$ cat config.mk
export PLATFORM = sky130hd
export DESIGN_NAME = three_rotor_stepping_cipher
export DESIGN_NICKNAME = d
export VERILOG_FILES = /design/src/rtl/trsc_pkg.sv /design/src/rtl/trsc_ram.sv /design/src/rtl/trsc_datapath.sv /design/src/rtl/trsc_ctrl.sv /design/src/rtl/three_rotor_stepping_cipher.sv
export SDC_FILE = /design/constraint.sdc
export NUM_CORES = 1
export LEC_CHECK = 0
export BUFFER_PORTS_ARGS = -buffer_cell sky130_fd_sc_hd__clkbuf_2
export CAP_MARGIN = 5
export CORE_MARGIN = 2
export CORE_UTILIZATION = 40
export CTS_BUF_LIST = sky130_fd_sc_hd__clkbuf_8
export DETAILED_ROUTE_END_ITERATION = 6
export SLEW_MARGIN = 20
export SYNTH_ARGS = -nofsm -noshare
export SYNTH_HDL_FRONTEND = slang
export SYNTH_SLANG_ARGS = --single-unit
export TNS_END_PERCENT = 30
$ cat constraint.sdc
create_clock -name clk -period 6 [get_ports clk]
set_input_delay 0.6 -clock clk [delete_from_list [all_inputs] [get_ports clk]]
set_output_delay 0.6 -clock clk [all_outputs]
set_load 0.02 [all_outputs]
$ cat src/rtl/trsc_pkg.sv
package trsc_pkg;

	// item kinds carried in s_tuser
	localparam logic [1:0] MODE_LOAD    = 2'd0;
	localparam logic [1:0] MODE_ENC     = 2'd1;
	localparam logic [1:0] MODE_DEC     = 2'd2;
	localparam logic [1:0] MODE_RESTART = 2'd3;

	// lookup stages of one letter
	localparam logic [1:0] STG_SEARCH_A = 2'd0;
	localparam logic [1:0] STG_READ_MID = 2'd1;
	localparam logic [1:0] STG_SEARCH_B = 2'd2;
	localparam logic [1:0] STG_READ_END = 2'd3;

	typedef enum logic [2:0] {
		OP_NONE,
		OP_ACCEPT,
		OP_SEARCH,
		OP_READ,
		OP_CAP_Q,
		OP_CAP_RES,
		OP_OUT_LOAD
	} op_t;

	typedef struct packed {
		op_t        op;
		logic [1:0] stage;
	} cmd_t;

	typedef struct packed {
		logic [1:0] mode;
		logic       letter;
		logic       done;
	} sts_t;

endpackage

$ cat src/rtl/trsc_ram.sv
module trsc_ram #(
	parameter int WIDTH = 10,
	parameter int DEPTH = 78
) (
	input  logic                     clk,
	input  logic                     we,
	input  logic [$clog2(DEPTH)-1:0] wr_addr,
	input  logic [WIDTH-1:0]         wr_data,
	input  logic [$clog2(DEPTH)-1:0] rd_addr,
	output logic [WIDTH-1:0]         rd_data
);

	logic [WIDTH-1:0] mem_q [DEPTH];

	always_ff @(posedge clk) begin
		if (we) begin
			mem_q[wr_addr] <= wr_data;
		end
		rd_data <= mem_q[rd_addr];
	end

endmodule

$ cat src/rtl/trsc_datapath.sv
module trsc_datapath #(
	parameter int ALPHABET_SIZE = 26
) (
	input  logic            clk,
	input  logic            arst_n,
	input  trsc_pkg::cmd_t  cmd,
	output trsc_pkg::sts_t  sts,
	input  logic [1:0]      mode,
	input  logic [1:0]      rotor_sel,
	input  logic [4:0]      entry_index,
	input  logic [4:0]      wire_in_side,
	input  logic [4:0]      wire_out_side,
	input  logic [7:0]      char_in,
	output logic [7:0]      char_out,
	output logic            no_match
);

	import trsc_pkg::*;

	localparam int N  = ALPHABET_SIZE;
	localparam int OW = (N > 1) ? $clog2(N) : 1;
	localparam int JW = $clog2(N + 1);
	localparam int AW = $clog2(3 * N);
	localparam logic [AW-1:0] BASE0 = '0;
	localparam logic [AW-1:0] BASE1 = AW'(N);
	localparam logic [AW-1:0] BASE2 = AW'(2 * N);
	localparam logic [OW-1:0] LAST  = OW'(N - 1);

	logic          enc_q;
	logic [4:0]    val_q;
	logic [JW-1:0] j_q;
	logic [OW-1:0] jd_s1;
	logic          vld_s1;
	logic [OW-1:0] jres_q;
	logic          miss_q;
	logic [7:0]    res_char_q;
	logic          res_nm_q;
	logic [7:0]    out_char_q;
	logic          out_nm_q;
	logic [OW-1:0] off_q [3];
	logic [OW-1:0] lo_q;
	logic [OW-1:0] hi_q;
	logic          due1_q;
	logic          due2_q;

	logic [7:0]    ch_up;
	logic          letter;
	logic [1:0]    rot;
	logic          field_first;
	logic [AW-1:0] base;
	logic [OW-1:0] offs;
	logic [OW-1:0] jx;
	logic [OW:0]   sum;
	logic [OW:0]   ptr;
	logic [AW-1:0] rd_addr;
	logic [9:0]    rd_data;
	logic [4:0]    rd_field;
	logic          hit;
	logic          we;
	logic [AW-1:0] wbase;
	logic [AW-1:0] wr_addr;
	logic          lo_wrap;
	logic          j_open;

	function automatic logic [OW-1:0] step_wrap(input logic [OW-1:0] o);
		step_wrap = (o == LAST) ? '0 : o + OW'(1);
	endfunction

	// fold lower case, then classify
	assign ch_up  = (char_in >= 8'h61 && char_in <= 8'h7a) ? char_in - 8'd32 : char_in;
	assign letter = (ch_up >= 8'h41 && ch_up <= 8'h5a);

	// rotor and wiring side used by each stage
	always_comb begin
		case (cmd.stage)
			STG_SEARCH_A: rot = enc_q ? 2'd0 : 2'd2;
			STG_READ_END: rot = enc_q ? 2'd2 : 2'd0;
			default:      rot = 2'd1;
		endcase
	end
	assign field_first = cmd.stage[0] ? enc_q : !enc_q;

	always_comb begin
		case (rot)
			2'd0:    begin base = BASE0; offs = off_q[0]; end
			2'd1:    begin base = BASE1; offs = off_q[1]; end
			default: begin base = BASE2; offs = off_q[2]; end
		endcase
	end

	assign jx      = (cmd.op == OP_READ) ? jres_q : j_q[OW-1:0];
	assign sum     = {1'b0, jx} + {1'b0, offs};
	assign ptr     = (sum >= (OW+1)'(N)) ? sum - (OW+1)'(N) : sum;
	assign rd_addr = AW'(32'(base) + 32'(ptr));

	assign rd_field = field_first ? rd_data[4:0] : rd_data[9:5];
	assign hit      = (rd_field == val_q);
	assign j_open   = (j_q < JW'(N));

	always_comb begin
		case (rotor_sel)
			2'd0:    wbase = BASE0;
			2'd1:    wbase = BASE1;
			default: wbase = BASE2;
		endcase
	end
	assign we = (cmd.op == OP_ACCEPT) && (mode == MODE_LOAD) && (rotor_sel != 2'd3)
		&& ({1'b0, entry_index} < 6'(N));
	assign wr_addr = AW'(32'(wbase) + 32'(entry_index));

	trsc_ram #(
		.WIDTH(10),
		.DEPTH(3 * N)
	) u_ram (
		.clk    (clk),
		.we     (we),
		.wr_addr(wr_addr),
		.wr_data({wire_out_side, wire_in_side}),
		.rd_addr(rd_addr),
		.rd_data(rd_data)
	);

	assign sts.mode   = mode;
	assign sts.letter = letter;
	assign sts.done   = vld_s1 && (hit || jd_s1 == LAST);

	assign lo_wrap = (lo_q == LAST);

	// rotor positions, letter count and scan control
	always_ff @(posedge clk or negedge arst_n) begin
		if (!arst_n) begin
			off_q[0] <= '0;
			off_q[1] <= '0;
			off_q[2] <= '0;
			lo_q     <= '0;
			hi_q     <= '0;
			due1_q   <= 1'b0;
			due2_q   <= 1'b0;
			j_q      <= '0;
			vld_s1   <= 1'b0;
		end else begin
			case (cmd.op)
				OP_ACCEPT: begin
					j_q    <= '0;
					vld_s1 <= 1'b0;
					if (mode == MODE_RESTART) begin
						off_q[0] <= '0;
						off_q[1] <= '0;
						off_q[2] <= '0;
						lo_q     <= '0;
						hi_q     <= '0;
					end else if ((mode == MODE_ENC || mode == MODE_DEC) && letter) begin
						lo_q   <= step_wrap(lo_q);
						due1_q <= lo_wrap;
						due2_q <= lo_wrap && (hi_q == LAST);
						if (lo_wrap) begin
							hi_q <= step_wrap(hi_q);
						end
					end
				end
				OP_SEARCH: begin
					if (j_open) begin
						j_q <= j_q + JW'(1);
					end
					vld_s1 <= j_open;
				end
				OP_CAP_Q: begin
					j_q    <= '0;
					vld_s1 <= 1'b0;
				end
				OP_CAP_RES: begin
					off_q[0] <= step_wrap(off_q[0]);
					if (due1_q) begin
						off_q[1] <= step_wrap(off_q[1]);
					end
					if (due2_q) begin
						off_q[2] <= step_wrap(off_q[2]);
					end
				end
				default: ;
			endcase
		end
	end

	// item payload and results
	always_ff @(posedge clk) begin
		case (cmd.op)
			OP_ACCEPT: begin
				enc_q      <= (mode == MODE_ENC);
				val_q      <= ch_up[4:0];
				miss_q     <= 1'b0;
				res_char_q <= 8'd32;
				res_nm_q   <= 1'b0;
			end
			OP_SEARCH: begin
				jd_s1 <= j_q[OW-1:0];
				if (sts.done) begin
					jres_q <= hit ? jd_s1 : '0;
					if (!hit) begin
						miss_q <= 1'b1;
					end
				end
			end
			OP_CAP_Q: begin
				val_q <= rd_field;
			end
			OP_CAP_RES: begin
				res_char_q <= (rd_field >= 5'd1 && rd_field <= 5'd26)
					? 8'h60 + {3'b000, rd_field} : 8'h40 + {3'b000, rd_field};
				res_nm_q   <= miss_q;
			end
			OP_OUT_LOAD: begin
				out_char_q <= res_char_q;
				out_nm_q   <= res_nm_q;
			end
			default: ;
		endcase
	end

	assign char_out = out_char_q;
	assign no_match = out_nm_q;

endmodule

$ cat src/rtl/trsc_ctrl.sv
module trsc_ctrl (
	input  logic           clk,
	input  logic           arst_n,
	input  logic           s_tvalid,
	output logic           s_tready,
	output logic           m_tvalid,
	input  logic           m_tready,
	input  trsc_pkg::sts_t sts,
	output trsc_pkg::cmd_t cmd
);

	import trsc_pkg::*;

	localparam logic [2:0] ST_IDLE  = 3'd0;
	localparam logic [2:0] ST_SRCH1 = 3'd1;
	localparam logic [2:0] ST_RD2   = 3'd2;
	localparam logic [2:0] ST_CAP2  = 3'd3;
	localparam logic [2:0] ST_SRCH2 = 3'd4;
	localparam logic [2:0] ST_RD3   = 3'd5;
	localparam logic [2:0] ST_CAP3  = 3'd6;
	localparam logic [2:0] ST_DONE  = 3'd7;

	logic [2:0] state_q;
	logic [2:0] state_d;
	logic       ov_q;

	assign s_tready = (state_q == ST_IDLE);
	assign m_tvalid = ov_q;

	always_comb begin
		state_d   = state_q;
		cmd.op    = OP_NONE;
		cmd.stage = STG_SEARCH_A;
		unique case (state_q)
			ST_IDLE: begin
				if (s_tvalid) begin
					cmd.op = OP_ACCEPT;
					if (sts.mode == MODE_ENC || sts.mode == MODE_DEC) begin
						state_d = sts.letter ? ST_SRCH1 : ST_DONE;
					end
				end
			end
			ST_SRCH1: begin
				cmd.op    = OP_SEARCH;
				cmd.stage = STG_SEARCH_A;
				if (sts.done) begin
					state_d = ST_RD2;
				end
			end
			ST_RD2: begin
				cmd.op    = OP_READ;
				cmd.stage = STG_READ_MID;
				state_d   = ST_CAP2;
			end
			ST_CAP2: begin
				cmd.op    = OP_CAP_Q;
				cmd.stage = STG_READ_MID;
				state_d   = ST_SRCH2;
			end
			ST_SRCH2: begin
				cmd.op    = OP_SEARCH;
				cmd.stage = STG_SEARCH_B;
				if (sts.done) begin
					state_d = ST_RD3;
				end
			end
			ST_RD3: begin
				cmd.op    = OP_READ;
				cmd.stage = STG_READ_END;
				state_d   = ST_CAP3;
			end
			ST_CAP3: begin
				cmd.op    = OP_CAP_RES;
				cmd.stage = STG_READ_END;
				state_d   = ST_DONE;
			end
			ST_DONE: begin
				if (!ov_q || m_tready) begin
					cmd.op  = OP_OUT_LOAD;
					state_d = ST_IDLE;
				end
			end
			default: state_d = ST_IDLE;
		endcase
	end

	always_ff @(posedge clk or negedge arst_n) begin
		if (!arst_n) begin
			state_q <= ST_IDLE;
			ov_q    <= 1'b0;
		end else begin
			state_q <= state_d;
			if (cmd.op == OP_OUT_LOAD) begin
				ov_q <= 1'b1;
			end else if (m_tready) begin
				ov_q <= 1'b0;
			end
		end
	end

endmodule

$ cat src/rtl/three_rotor_stepping_cipher.sv
// three-rotor stepping substitution cipher with a registered stream output. a load item
// (s_tuser 0) writes one wiring pair of one rotor; a restart item (s_tuser 3) zeroes the
// rotor positions and the letter count; encrypt (1) and decrypt (2) items return one
// character each (lower case for a wiring value of 1 to 26), or a space for a non-letter.
// both wiring lookups of a letter scan the rotor one entry per cycle through the single
// read port of the wiring memory, and stop early on a hit. a non-letter skips the
// lookups. wiring entries must be loaded before they are used; they have no reset.
// no_match flags a lookup that found no entry
module three_rotor_stepping_cipher #(
	parameter int ALPHABET_SIZE = 26
) (
	input  logic        clk,
	input  logic        arst_n,
	input  logic        s_tvalid,
	output logic        s_tready,
	// rotor_sel [1:0], entry_index [6:2], wire_in_side [11:7], wire_out_side [16:12],
	// char_in [24:17], zero fill above
	input  logic [31:0] s_tdata,
	// mode [1:0]
	input  logic [1:0]  s_tuser,
	output logic        m_tvalid,
	input  logic        m_tready,
	// char_out [7:0]
	output logic [7:0]  m_tdata,
	// no_match [0]
	output logic [0:0]  m_tuser
);

	import trsc_pkg::*;

	cmd_t cmd;
	sts_t sts;

	// sequencer: one state per lookup step, output transfer held in its own register
	trsc_ctrl u_ctrl (
		.clk     (clk),
		.arst_n  (arst_n),
		.s_tvalid(s_tvalid),
		.s_tready(s_tready),
		.m_tvalid(m_tvalid),
		.m_tready(m_tready),
		.sts     (sts),
		.cmd     (cmd)
	);

	// wiring memory, rotor positions, letter count and result registers
	trsc_datapath #(
		.ALPHABET_SIZE(ALPHABET_SIZE)
	) u_dp (
		.clk          (clk),
		.arst_n       (arst_n),
		.cmd          (cmd),
		.sts          (sts),
		.mode         (s_tuser),
		.rotor_sel    (s_tdata[1:0]),
		.entry_index  (s_tdata[6:2]),
		.wire_in_side (s_tdata[11:7]),
		.wire_out_side(s_tdata[16:12]),
		.char_in      (s_tdata[24:17]),
		.char_out     (m_tdata),
		.no_match     (m_tuser[0])
	);

endmodule

# == Word-level counts from Yosys, hierarchy flattened ==
# Memory sizes are Yosys's and may differ from the RTL's. A register that Yosys moved wholly into a read port is not among the register bits.
# Cells that the tools add are included.
# op_classes
eq_ne,38
mul,0
n_div,0
n_lt_le_gt_ge,9
n_mux,50
bitwise,1
n_reduce_logical,41
n_shift,0
add_sub_neg,13
# ops
cell,count
two-way mux 5 bit,15
adder 5 x 1 -> 5 bit (second input constant),6
== test 5 bit (second input constant),6
case mux 15 bit (2 select lines),1
case mux 5 bit (2 select lines),3
case mux 3 bit (8 select lines),1
case mux 6 bit (2 select lines),2
== test 3 bit (second input constant),7
two-way mux 3 bit,7
case mux 3 bit (6 select lines),1
adder 7 x 5 -> 8 bit (first input constant),2
greater-or-equal comparator 8 x 7 -> 1 bit (second input constant),2
<= comparator 8 x 7 -> 1 bit (second input constant),2
two-way mux 8 bit,2
case mux 8 bit (2 select lines),1
two-way mux 15 bit,1
AND reduction 3 bit,5
inequality test 2 bit (second input constant),7
nonzero test 2 bit,7
== test 3 x 2 -> 1 bit (second input constant),4
< comparator 5 bit (second input constant),2
inequality test 2 x 1 -> 1 bit (second input constant),5
OR reduction 2 bit,5
logical AND 1 bit,9
25 further kinds,49
# word_totals
mem_count,1
regBits,72
wordCells,173
rom_bits,0
latch_bits,0
out_inout_bits,11
input_bits,38
ram_bits,780
# mem_list
name,words,word_bits,read_ports,rd_ports_with_merged_regs,wr,line,text
u_dp.u_ram.mem_q,78,10,1,1,1,trsc_ram.sv:13,logic [WIDTH-1:0] mem_q [DEPTH];

# == Depth between registers and ports, before layout ==
# Gate-level depths: netlist of run 1.
# depth
ltp_word,11
depth_mapped,28
mapped_depth_nobuf,24

# == Modules after synthesis ==
# A second synthesis of run 1 with hierarchy kept.
# unflattened
hier_cells,1874
hier_area_um2,35201.3
# modules_own_cells
mod,instances,area_each_um2,cells_each,seq_area_each_um2
trsc_ram,1,30561.8,1404,23622.7
trsc_datapath,1,4301.6,426,1816.7
trsc_ctrl,1,337.8,44,100.1

# == Worst setup path before layout of run 1 ==
# Ideal clock, no wire load.
# synth_timing
kind,flip-flop to flip-flop
start,reg u_ctrl.state_q[1]
end,"reg u_dp.u_ram.rd_data[0], read port of u_dp.u_ram.mem_q"
synth_period_minus_slack_ps,5940
t_arrival_ps,5804
path_stages_with_launch,27
required_time_ps,5863
path_buffers,5
setup_slack_ps,60
setup_ps,137
path_cell_list,dfrtp_1 > clkbuf_1 > nand2_1 > nand2_1 > inv_1 > ha_1 > mux2i_1 > clkbuf_1 > a21oi_1 > ha_1 > fa_1 > a21o_1 > a21oi_1 > xnor2_1 > inv_1 > o21ai_1 > xnor2_1 > ha_1 > fa_1 > buf_2 > buf_2 > clkbuf_1 > mux4_2 > a211oi_1 > a31oi_1 > a221oi_1 > a31oi_1
# synth_between
elab_chain_cells,11
elab_cells_between_ends,28
classes_between,add/sub: 3; order compare: 1; eq/ne: 10; mux: 7; reduce/logical: 7
# synth_rtl
element,line,text
start: declaration,trsc_ctrl.sv:23,logic [2:0] state_q;
start signal: assignment,trsc_ctrl.sv:92,state_q <= state_d;
== test 3 bit / == test 3 x 2 -> 1 bit (equally long branches),trsc_ctrl.sv:34,unique case (state_q)
OR reduction 2 bit (no line),n/a,
case mux 2 bit (3 select lines),trsc_ctrl.sv:34,
== test 2 bit / logical NOT 2 bit (equally long branches),trsc_datapath.sv:75,case (cmd.stage)
case mux 2 bit (2 select lines),trsc_datapath.sv:75,
== test 2 x 1 -> 1 bit / logical NOT 2 bit (equally long branches),trsc_datapath.sv:84,case (rot)
case mux 5 bit (2 select lines),trsc_datapath.sv:84,
adder 5 x 5 -> 6 bit,trsc_datapath.sv:92,"assign sum = {1'b0, jx} + {1'b0, offs};"
subtractor 6 x 5 -> 6 bit / greater-or-equal comparator 6 x 5 -> 1 bit (equally long branches),trsc_datapath.sv:93,assign ptr = (sum >= (OW+1)'(N)) ? sum - (OW+1)'(N) : sum;
two-way mux 6 bit,trsc_datapath.sv:93,
adder 6 x 6 -> 7 bit (*),trsc_datapath.sv:94,assign rd_addr = AW'(32'(base) + 32'(ptr));
end: declaration,trsc_ram.sv:10,output logic [WIDTH-1:0] rd_data
# Every way passes the cells marked *; elsewhere a longest branch is shown, timed or not.
# A chain may end at the register's enable or synchronous reset.

# == Worst setup path in the final report of run 1 ==
# layout_timing
start,reg u_ctrl.state_q[0]
end,"reg u_dp.u_ram.rd_data[3], read port of u_dp.u_ram.mem_q"
# The elaborated chain is that of the path after synthesis.

==> flow_summary.toml, run 1 <==
[status]
status = "finished clean"

[drt]
drtIter0Drc = 1465
antenna_left = 0
drc = 0
routed_via_density = 5.44
routedWlPerCell_um = 23.7
routed_wl_um = 78100
first_pass_iters = 5
vias = 17900

[logic_synthesis]
yosysWarnings = 0
synthAdderAreaFrac = 0.0132
ys_top_cells_by_count = "813 x edfxtp_1, 200 x mux4_2, 133 x nor2_1"
yosys.cell_types.count = 57
synth_edf_count = 813
syn_inst = 1841
synthSimpleGateAreaFrac = 0.0453
synth-xor-area-share = 0.00648
synth-seq-cells = 860
yosys-top-cells-area = "edfxtp_1 70%, mux4_2 13%, dfrtp_1 2.7%, nor2_1 1.4%, ha_1 1.2%"
synth_area_mm2 = 0.0348
yosysSeqAreaShare = 0.734
async_flop_share = 0.0430
syn_area_per_cell_um2 = 18.9
synth-compound-area-share = 0.0365
ys.flop_type = "edfxtp_1"
synth_top_area_share = 0.702
synth_fp_nets = 1914
synth_top_family_by_area = "multiplexers"
synthMuxAreaShare = 0.151
synth_most_common_cell = "edfxtp_1"
yosys.area.top_type = "edfxtp_1"

[global_route]
grt_max_degree = 79
track_usage = 0.175
antenna_found_initial = 2
grt_pass1_wl_um = 116000
overflow = 0
grt_pass1_vias = 18600

[setup_path]
startpoint_type = "flop"
path_class = "reg2reg"
startpoint = "u_ctrl.state_q[0]"
cp_slowest_cell = "fa_4"
cp_max_fo = 8
cp_common_cell = "buf_4"
r2r_start = "u_ctrl.state_q[0]"
crit_required_ns = 6.65
end_kind = "flop"
slowest_delay_ns = 0.82
cp.arrival_ns = 6.42
path_buf_inv = 7
crit_family = "adder cells"

[place]
placedCellCount = 3040
place_area_mm2 = 0.0369
hpwl_um = 46600
globalplace.congestion = 0.819
numPortBuffers = 40
pre_cts_ws_ns = -0.103

[timing]
skew_ns = 0.0572
fin_tns_setup_ns = 0
max_freq_ghz = 0.173
setup_viol = 0
worstMarginPinSlew_ns = 1.13
slew_headroom = 0.244
final-max-slew-violation-count = 0
post-route-period-util = 0.962
finalHoldViolations = 0
fin_ws_ns = 0.225
post-route-min-period_ns = 5.77

[worst_hold_path]
min_from = "m_tready"
hold_class = "in2reg"

[clocking]
htreeDepth = 4
clk_pin_slew_worst_paths_ns = 0.06
clk_latency_ns = 0.82
clockRootBuffer = "clkbuf_8"
clk_path_buf_depth = 3
cts.sinks = 860
cts_tree = "built"
cts_buffers = 140

[final_layout]
stdcell_area_mm2 = 0.0399
seq_area_mm2 = 0.0255
drive_gt1_frac = 0.276
areaGrowthSynthToFinish_pct = 14.8
layout.cells.non_filler = 3300
diodes = 0
multi_input_area_mm2 = 0.00903
fill_cells = 7411
nNetsFinal = 2111

[floorplanning]
die_area_mm2 = 0.0893
die_h_um = 299
core_area_mm2 = 0.0865
rows = 108
start_util = 0.402
num_io_pins = 49
die_w_um = 299

[run]
timing.max_cap.violations = 0
-- tightest hold or removal path, stage by stage --
cell,delay (ns)
clkbuf_2,0.07
nand2b_1,0.12
nand2_1,0.05
-- area by class of cell --
cell class | count | area share
Clock buffer | 142 | 0.0490
Inverter | 28 | 0.00263
Timing Repair Buffer | 136 | 0.0293
Tap cell | 1155 | 0.0362
Clock inverter | 107 | 0.0166
Sequential cell | 860 | 0.640
Multi-Input combinational cell | 872 | 0.226
-- final timing paths --
check | end | slack [ns] | cells past startpoint
max in group asynchronous | u_ctrl.m_tvalid | 5.28 | 3
min in group asynchronous | u_dp.off_q[7] | 0.24 | 2
worst min register to register | u_dp.char_out[0] | 0.42 | 0
worst max register to register | u_dp.u_ram.rd_data[3] | 0.23 | 28
worst min-delay path | u_ctrl.m_tvalid | 0.12 | 3
worst max-delay path | u_dp.u_ram.rd_data[3] | 0.23 | 28
-- cell usage in the layout, fill, tap and decap left out, types with 9 or more instances in the layout --
| master | netlist | layout |
|---|---|---|
| dfrtp_1 | 37 | 37 |
| o22ai_1 | 10 | 9 |
| edfxtp_1 | 813 | 813 |
| o31ai_1 | 14 | 14 |
| clkinv_2 | 0 | 12 |
| nor2_2 | 0 | 10 |
| o21ai_1 | 35 | 34 |
| clkbuf_8 | 0 | 142 |
| nand2_1 | 105 | 104 |
| buf_12 | 0 | 16 |
| buf_2 | 26 | 10 |
| nor3_1 | 9 | 9 |
| nand3_1 | 21 | 21 |
| o21ai_0 | 9 | 9 |
| buf_4 | 6 | 75 |
| ha_1 | 32 | 29 |
| a211oi_1 | 26 | 18 |
| and2_1 | 29 | 29 |
| inv_1 | 24 | 72 |
| xnor2_1 | 12 | 10 |
| a21o_1 | 10 | 10 |
| a31oi_1 | 29 | 25 |
| a21oi_1 | 23 | 18 |
| mux2i_1 | 37 | 36 |
| dfxtp_1 | 10 | 10 |
| nor2_1 | 133 | 123 |
| mux2_2 | 32 | 32 |
| nand2b_1 | 13 | 13 |
| mux4_2 | 200 | 200 |
| clkbuf_2 | 0 | 30 |
| clkinv_1 | 0 | 28 |
-- cell families after synthesis --
| logic type | Yosys count |
|---|---|
| flops | 860 |
| simple gates | 349 |
| mux | 269 |
| compound gates | 194 |
| buf+inv | 109 |
| fa+ha+maj | 35 |
| xor+xnor | 24 |
| other cells | 1 |
-- repair_timing --
action                                  in CTS  in global routing
hold buffers                                 1                  0
hold endpoints to repair                    37                  0
endpoints found under the setup margin       5                 10
resized for setup                            4                 44
pin swaps                                    0                  6
setup buffers                                0                  8
cloned                                       0                  1
-- registers in the layout, summed over array words and instances (netlist names), 3 cells and up --
signal	flops
u_dp.jres_q	5
u_dp.char_out	7
u_dp.val_q	5
u_ctrl.state_q	3
u_dp.u_ram.mem_q	780
u_dp.hi_q	5
u_dp.jd_s1	5
u_dp.res_char_q	7
u_dp.lo_q	5
u_dp.u_ram.rd_data	10
u_dp.off_q	15
u_dp.j_q	5
-- metrics by stage --
| step | utilization | hold WS (ns) |
|---|---|---|
| finish | 0.461 | 0.120 |
| global route | 0.461 | 0.104 |
| floorplan | - | 0.304 |
| CTS | 0.457 | 0.0442 |
| global placement | 0.426 | 0.405 |
| detailed placement | 0.427 | 0.408 |
-- metal layers --
layer	vias to the layer above	part of all wire	wire length [µm]	global-route usage
li1	7878	-	-	-
met4	4	0.025	1920	0.0621
met1	9393	0.42	32900	0.230
met3	132	0.058	4570	0.0392
met2	534	0.50	38700	0.287
met5	-	0.00032	25	0
Power of run 1 is left out: the tool's default activity adds up to more than one toggle a clock period on the data nets, which glitch-free logic cannot reach.
==> inputs of run 2 (changes only) <==
--- a/config.mk
+++ b/config.mk
@@ -11,6 +11,7 @@
 export CORE_UTILIZATION = 40
 export CTS_BUF_LIST = sky130_fd_sc_hd__clkbuf_8
 export DETAILED_ROUTE_END_ITERATION = 6
+export SETUP_SLACK_MARGIN = 0.4
 export SLEW_MARGIN = 20
 export SYNTH_ARGS = -nofsm -noshare
 export SYNTH_HDL_FRONTEND = slang
==> flow_summary.toml, run 2 (same netlist as run 1, synthesis figures left out) <==
[status]
status = "finished clean"

[clocking]
clk_latency_ns = 0.81
htreeDepth = 4
clk_path_buf_depth = 3
clk_pin_slew_worst_paths_ns = 0.06
cts.sinks = 860
clockRootBuffer = "clkbuf_8"
cts_buffers = 136
cts_tree = "built"

[setup_path]
crit_required_ns = 6.66
cp_common_cell = "buf_4"
end_kind = "flop"
slowest_delay_ns = 0.98
reg2reg_slack_ns = 0.25
crit_chain = "nand2_2 > buf_4 > buf_4 > o22ai_4 > buf_6 > mux2_2 > fa_2 > a21o_1 > a21oi_2 > xnor2_2 > inv_1 > o21ai_2 > xnor2_2 > ha_4 > fa_4 > buf_12 > buf_12 > mux4_2 > a211oi_2 > buf_4 > a31oi_4 > a221oi_2 > buf_4 > a31oi_1"
cp_slowest_cell = "fa_4"
path_class = "reg2reg"
cp.arrival_ns = 6.41
startpoint_type = "flop"
path_buf_inv = 8
cp_max_fo = 6
crit_family = "adder cells"

[drt]
drc = 0
routedWlPerCell_um = 24.3
drtIter0Drc = 1514
first_pass_iters = 6
routed_via_density = 5.49
routed_wl_um = 80600
vias = 18200
antenna_left = 0

[timing]
post-route-period-util = 0.958
fin_tns_setup_ns = 0
max_freq_ghz = 0.174
skew_ns = 0.0363
rsz0062_at_grt = "true"
worstMarginPinSlew_ns = 1.10
finalHoldViolations = 0
final-max-slew-violation-count = 0
setup_viol = 0
slew_headroom = 0.262
post-route-min-period_ns = 5.75
fin_ws_ns = 0.249
fin_hold_ws_ns = 0.0999

[place]
hpwl_um = 47100
numPortBuffers = 40
pre_cts_ws_ns = -0.191
globalplace.congestion = 0.797

[floorplanning]
die_h_um = 299
start_util = 0.402
num_io_pins = 49
die_w_um = 299
core_area_mm2 = 0.0865
die_area_mm2 = 0.0893
rows = 108

[final_layout]
drive_gt1_frac = 0.300
most-common-layout-cells = "813 x edfxtp_1, 200 x mux4_2, 137 x clkbuf_8"
multi_input_area_mm2 = 0.00924
seq_area_mm2 = 0.0255
areaGrowthSynthToFinish_pct = 15.9
largest-register = "u_dp.u_ram.mem_q"
final_common_cell = "edfxtp_1"
reg_top3 = "u_dp.u_ram.mem_q: 780 flops, u_dp.off_q: 15 flops, u_dp.u_ram.rd_data: 10 flops"
fin_util = 0.466
largest_reg_flops = 780
fill_cells = 7278
nNetsFinal = 2133

[global_route]
grt_pass1_vias = 18900
grt_max_degree = 79
antenna_found_initial = 2
track_usage = 0.180
overflow = 0
grtUsageMet1 = 0.237
grt.met2_usage = 0.292
grt_pass1_wl_um = 119000
grt-busiest-layer = "met2"
grt_util_met3 = 0.0425

[worst_hold_path]
hold_class = "in2reg"

[run]
timing.max_cap.violations = 0
==> run 2: changes by cell type in the layout (fill, tap and decap cells not counted), moves of 5 or more <==
cell | before | now
inv_1 | 72 | 60
clkinv_2 | 12 | 19
clkbuf_16 | 1 | 6
clkbuf_8 | 142 | 137
buf_6 | 2 | 11
buf_4 | 75 | 87
==> run 2: tightest hold or removal path, cell delays in order <==
cell and delay [ns]:
clkbuf_2 0.07, nand2b_1 0.12, nand2_1 0.05
==> run 2: layer usage <==
metal | wire length, µm | up-vias | share of wire
li1 | - | 7916 | -
met1 | 33300 | 9445 | 0.41
met2 | 39700 | 719 | 0.49
met3 | 5710 | 148 | 0.071
met4 | 1970 | 0 | 0.024
met5 | 0 | - | 0
==> run 2: layout make-up <==
type / count / area share
Clock buffer: 137 / 0.0468
Antenna cell: 2 / 0.000124
Inverter: 28 / 0.00261
Timing Repair Buffer: 162 / 0.0376
Clock inverter: 104 / 0.0137
Multi-Input combinational cell: 872 / 0.229
Tap cell: 1155 / 0.0359
Sequential cell: 860 / 0.634
==> run 2: worst paths after layout <==
check                                  startpoint  cells after the start                    end
worst max-delay path            u_ctrl.state_q[0]                     24  u_dp.u_ram.rd_data[9]
worst min-delay path                     m_tready                      3        u_ctrl.m_tvalid
worst max register to register  u_ctrl.state_q[0]                     24  u_dp.u_ram.rd_data[9]
worst min register to register      u_dp.res_nm_q                      0          u_dp.no_match
max in group asynchronous                  arst_n                      2      u_ctrl.state_q[1]
min in group asynchronous                  arst_n                      2           u_dp.hi_q[3]
==> run 2: per-stage QoR <==
step	instances	instance area, µm²
6_report	3320	40300
5_1_grt	3318	40300
4_1_cts	3301	39800
3_5_place_dp	3044	36900
3_3_place_gp	3044	36900
2_1_floorplan	1841	34800
==> run 2: timing repair <==
action	in CTS	in global routing
gates resized for setup	54	43
gates cloned	3	6
endpoints found under the setup margin	10	10
endpoints found under the hold margin	37	0
hold buffers	1	0
setup buffers	12	11
pin swaps	25	31
Power of run 2 is left out for the same reason.
==> inputs of run 3 (changes only) <==
--- a/config.mk
+++ b/config.mk
@@ -7,10 +7,14 @@
 export LEC_CHECK = 0
 export BUFFER_PORTS_ARGS = -buffer_cell sky130_fd_sc_hd__clkbuf_2
 export CAP_MARGIN = 5
+export CELL_PAD_IN_SITES_DETAIL_PLACEMENT = 1
+export CELL_PAD_IN_SITES_GLOBAL_PLACEMENT = 1
 export CORE_MARGIN = 2
 export CORE_UTILIZATION = 40
 export CTS_BUF_LIST = sky130_fd_sc_hd__clkbuf_8
 export DETAILED_ROUTE_END_ITERATION = 6
+export GPL_TIMING_DRIVEN = 0
+export PLACE_DENSITY_LB_ADDON = 0.1
 export SETUP_SLACK_MARGIN = 0.4
 export SLEW_MARGIN = 20
 export SYNTH_ARGS = -nofsm -noshare
==> flow_summary.toml, run 3 (same netlist as run 1, synthesis figures left out) <==
[status]
status = "finished clean"

[setup_path]
worstRegToRegCells = 24
cp_max_fo = 10
path_class = "reg2reg"
cp.arrival_ns = 6.34
slowest_delay_ns = 0.55
cp_slowest_cell = "fa_2"
crit_chain = "clkbuf_16 > xor2_4 > ha_4 > buf_8 > mux2i_4 > a21oi_2 > ha_2 > fa_2 > a21o_1 > a21oi_2 > xnor2_2 > inv_2 > o21ai_4 > xnor2_2 > ha_2 > fa_2 > buf_12 > clkbuf_16 > clkbuf_8 > mux4_2 > mux2i_1 > o22ai_1 > a211oi_1 > a31oi_1"
startpoint_type = "flop"
crit_required_ns = 6.62
end_kind = "flop"

[global_route]
antenna_found_initial = 2
overflow = 0
grt_max_degree = 69
track_usage = 0.219
grt_pass1_wl_um = 141000
grt_pass1_vias = 20000

[drt]
first_pass_iters = 5
vias = 18500
routed_via_density = 5.52
antenna_left = 0
drtIter0Drc = 1312
drc = 0
routed_wl_um = 95900
routedWlPerCell_um = 28.6

[clocking]
clk_path_buf_depth = 3
clockRootBuffer = "clkbuf_8"
htreeDepth = 4
cts.sinks = 860
clk_latency_ns = 0.84
clk_pin_slew_worst_paths_ns = 0.06
cts_buffers = 150
cts_tree = "built"

[place]
globalplace.congestion = 0.845
pre_cts_ws_ns = -1.94
placedCellCount = 3046
numPortBuffers = 40
hpwl_um = 63100

[final_layout]
layout.cells.non_filler = 3353
largest_reg_flops = 780
drive_gt1_frac = 0.310
areaGrowthSynthToFinish_pct = 18.5
final_common_cell = "edfxtp_1"
reg_top3 = "u_dp.u_ram.mem_q: 780 flops, u_dp.off_q: 15 flops, u_dp.u_ram.rd_data: 10 flops"
largest-register = "u_dp.u_ram.mem_q"
nNetsFinal = 2150
fin_util = 0.477
most-common-layout-cells = "813 x edfxtp_1, 200 x mux4_2, 171 x clkbuf_8"

[timing]
finalHoldViolations = 0
rsz0062_at_grt = "true"
fin_ws_ns = 0.282
worstMarginPinSlew_ns = 1.15
max_freq_ghz = 0.175
post-route-min-period_ns = 5.72
skew_ns = 0.0432
post-route-period-util = 0.953
setup_viol = 0
slew_headroom = 0.233
final-max-slew-violation-count = 0
fin_tns_setup_ns = 0

[worst_hold_path]
whs_path_depth = 3
hold_class = "in2reg"

[floorplanning]
die_h_um = 299
die_w_um = 299
die_area_mm2 = 0.0893
rows = 108
start_util = 0.402
num_io_pins = 49
core_area_mm2 = 0.0865

[run]
timing.max_cap.violations = 0
## run 3: cell types whose count changed in the layout (fill, tap and decap cells not counted), moves of 9 or more
cell,delta
buf_4,-53
clkbuf_8,+34
inv_1,+23
clkbuf_1,+18
nor2_1,-15
nor2_2,+14
a211oi_4,+11
a31oi_1,-11
mux2i_1,-11
clkbuf_4,+10
a31oi_4,+9
clkinv_2,-9
## run 3: through the flow
step	cell area (µm²)	hold WS, ns
4_1_cts	41100	0.00995
6_report	41200	0.0840
5_1_grt	41200	0.0472
3_5_place_dp	36700	0.409
3_3_place_gp	36400	0.406
2_1_floorplan	34800	0.304
## run 3: final cells by class
class,instances,area (µm²)
sequential,860,25500
clock buffer,155,2130
antenna,1,2.50
fill,7990,45300
inverter,28,105
timing repair buffer,84,802
clock inverter,117,637
buffer,81,868
tap,1155,1450
multi-input combinational,872,9680
## run 3: routing by layer
layer  GRT usage  part of all wire  vias up
met5           0                 0        -
met4      0.0735             0.025        0
met3      0.0435             0.047      128
met2       0.358              0.49      504
met1       0.296              0.44     9927
li1            -                 -     7955
## run 3: final timing paths
| path | start | end | slack (ns) |
|---|---|---|---|
| worst max-delay path | u_ctrl.state_q[1] | u_dp.u_ram.rd_data[5] | 0.28 |
| worst min-delay path | m_tready | u_ctrl.m_tvalid | 0.08 |
| worst max register to register | u_ctrl.state_q[1] | u_dp.u_ram.rd_data[5] | 0.28 |
| worst min register to register | u_dp.res_char_q[3] | u_dp.char_out[3] | 0.42 |
| max in group asynchronous | arst_n | u_ctrl.state_q[2] | 4.83 |
| min in group asynchronous | arst_n | u_dp.lo_q[4] | 0.49 |
## run 3: repair_timing
action	in CTS	in global routing
endpoints found under the setup margin	10	10
hold buffers	1	0
pin swaps	40	13
setup buffers	26	3
hold endpoints to repair	37	0
gates cloned	4	0
gates resized for setup	252	12
## run 3: critical path, delay by kind of cell, from the launching register on
| kind | cells | cell delay [ns] |
|---|---|---|
| flip-flops | 1 | 0.43 |
| XOR/XNOR | 3 | 0.43 |
| buffers and inverters | 6 | 0.93 |
| multiplexers | 3 | 0.86 |
| adder cells (fa/ha/maj) | 5 | 1.54 |
| AO/OA/AOI/OAI | 7 | 1.31 |
Power of run 3 is left out for the same reason.
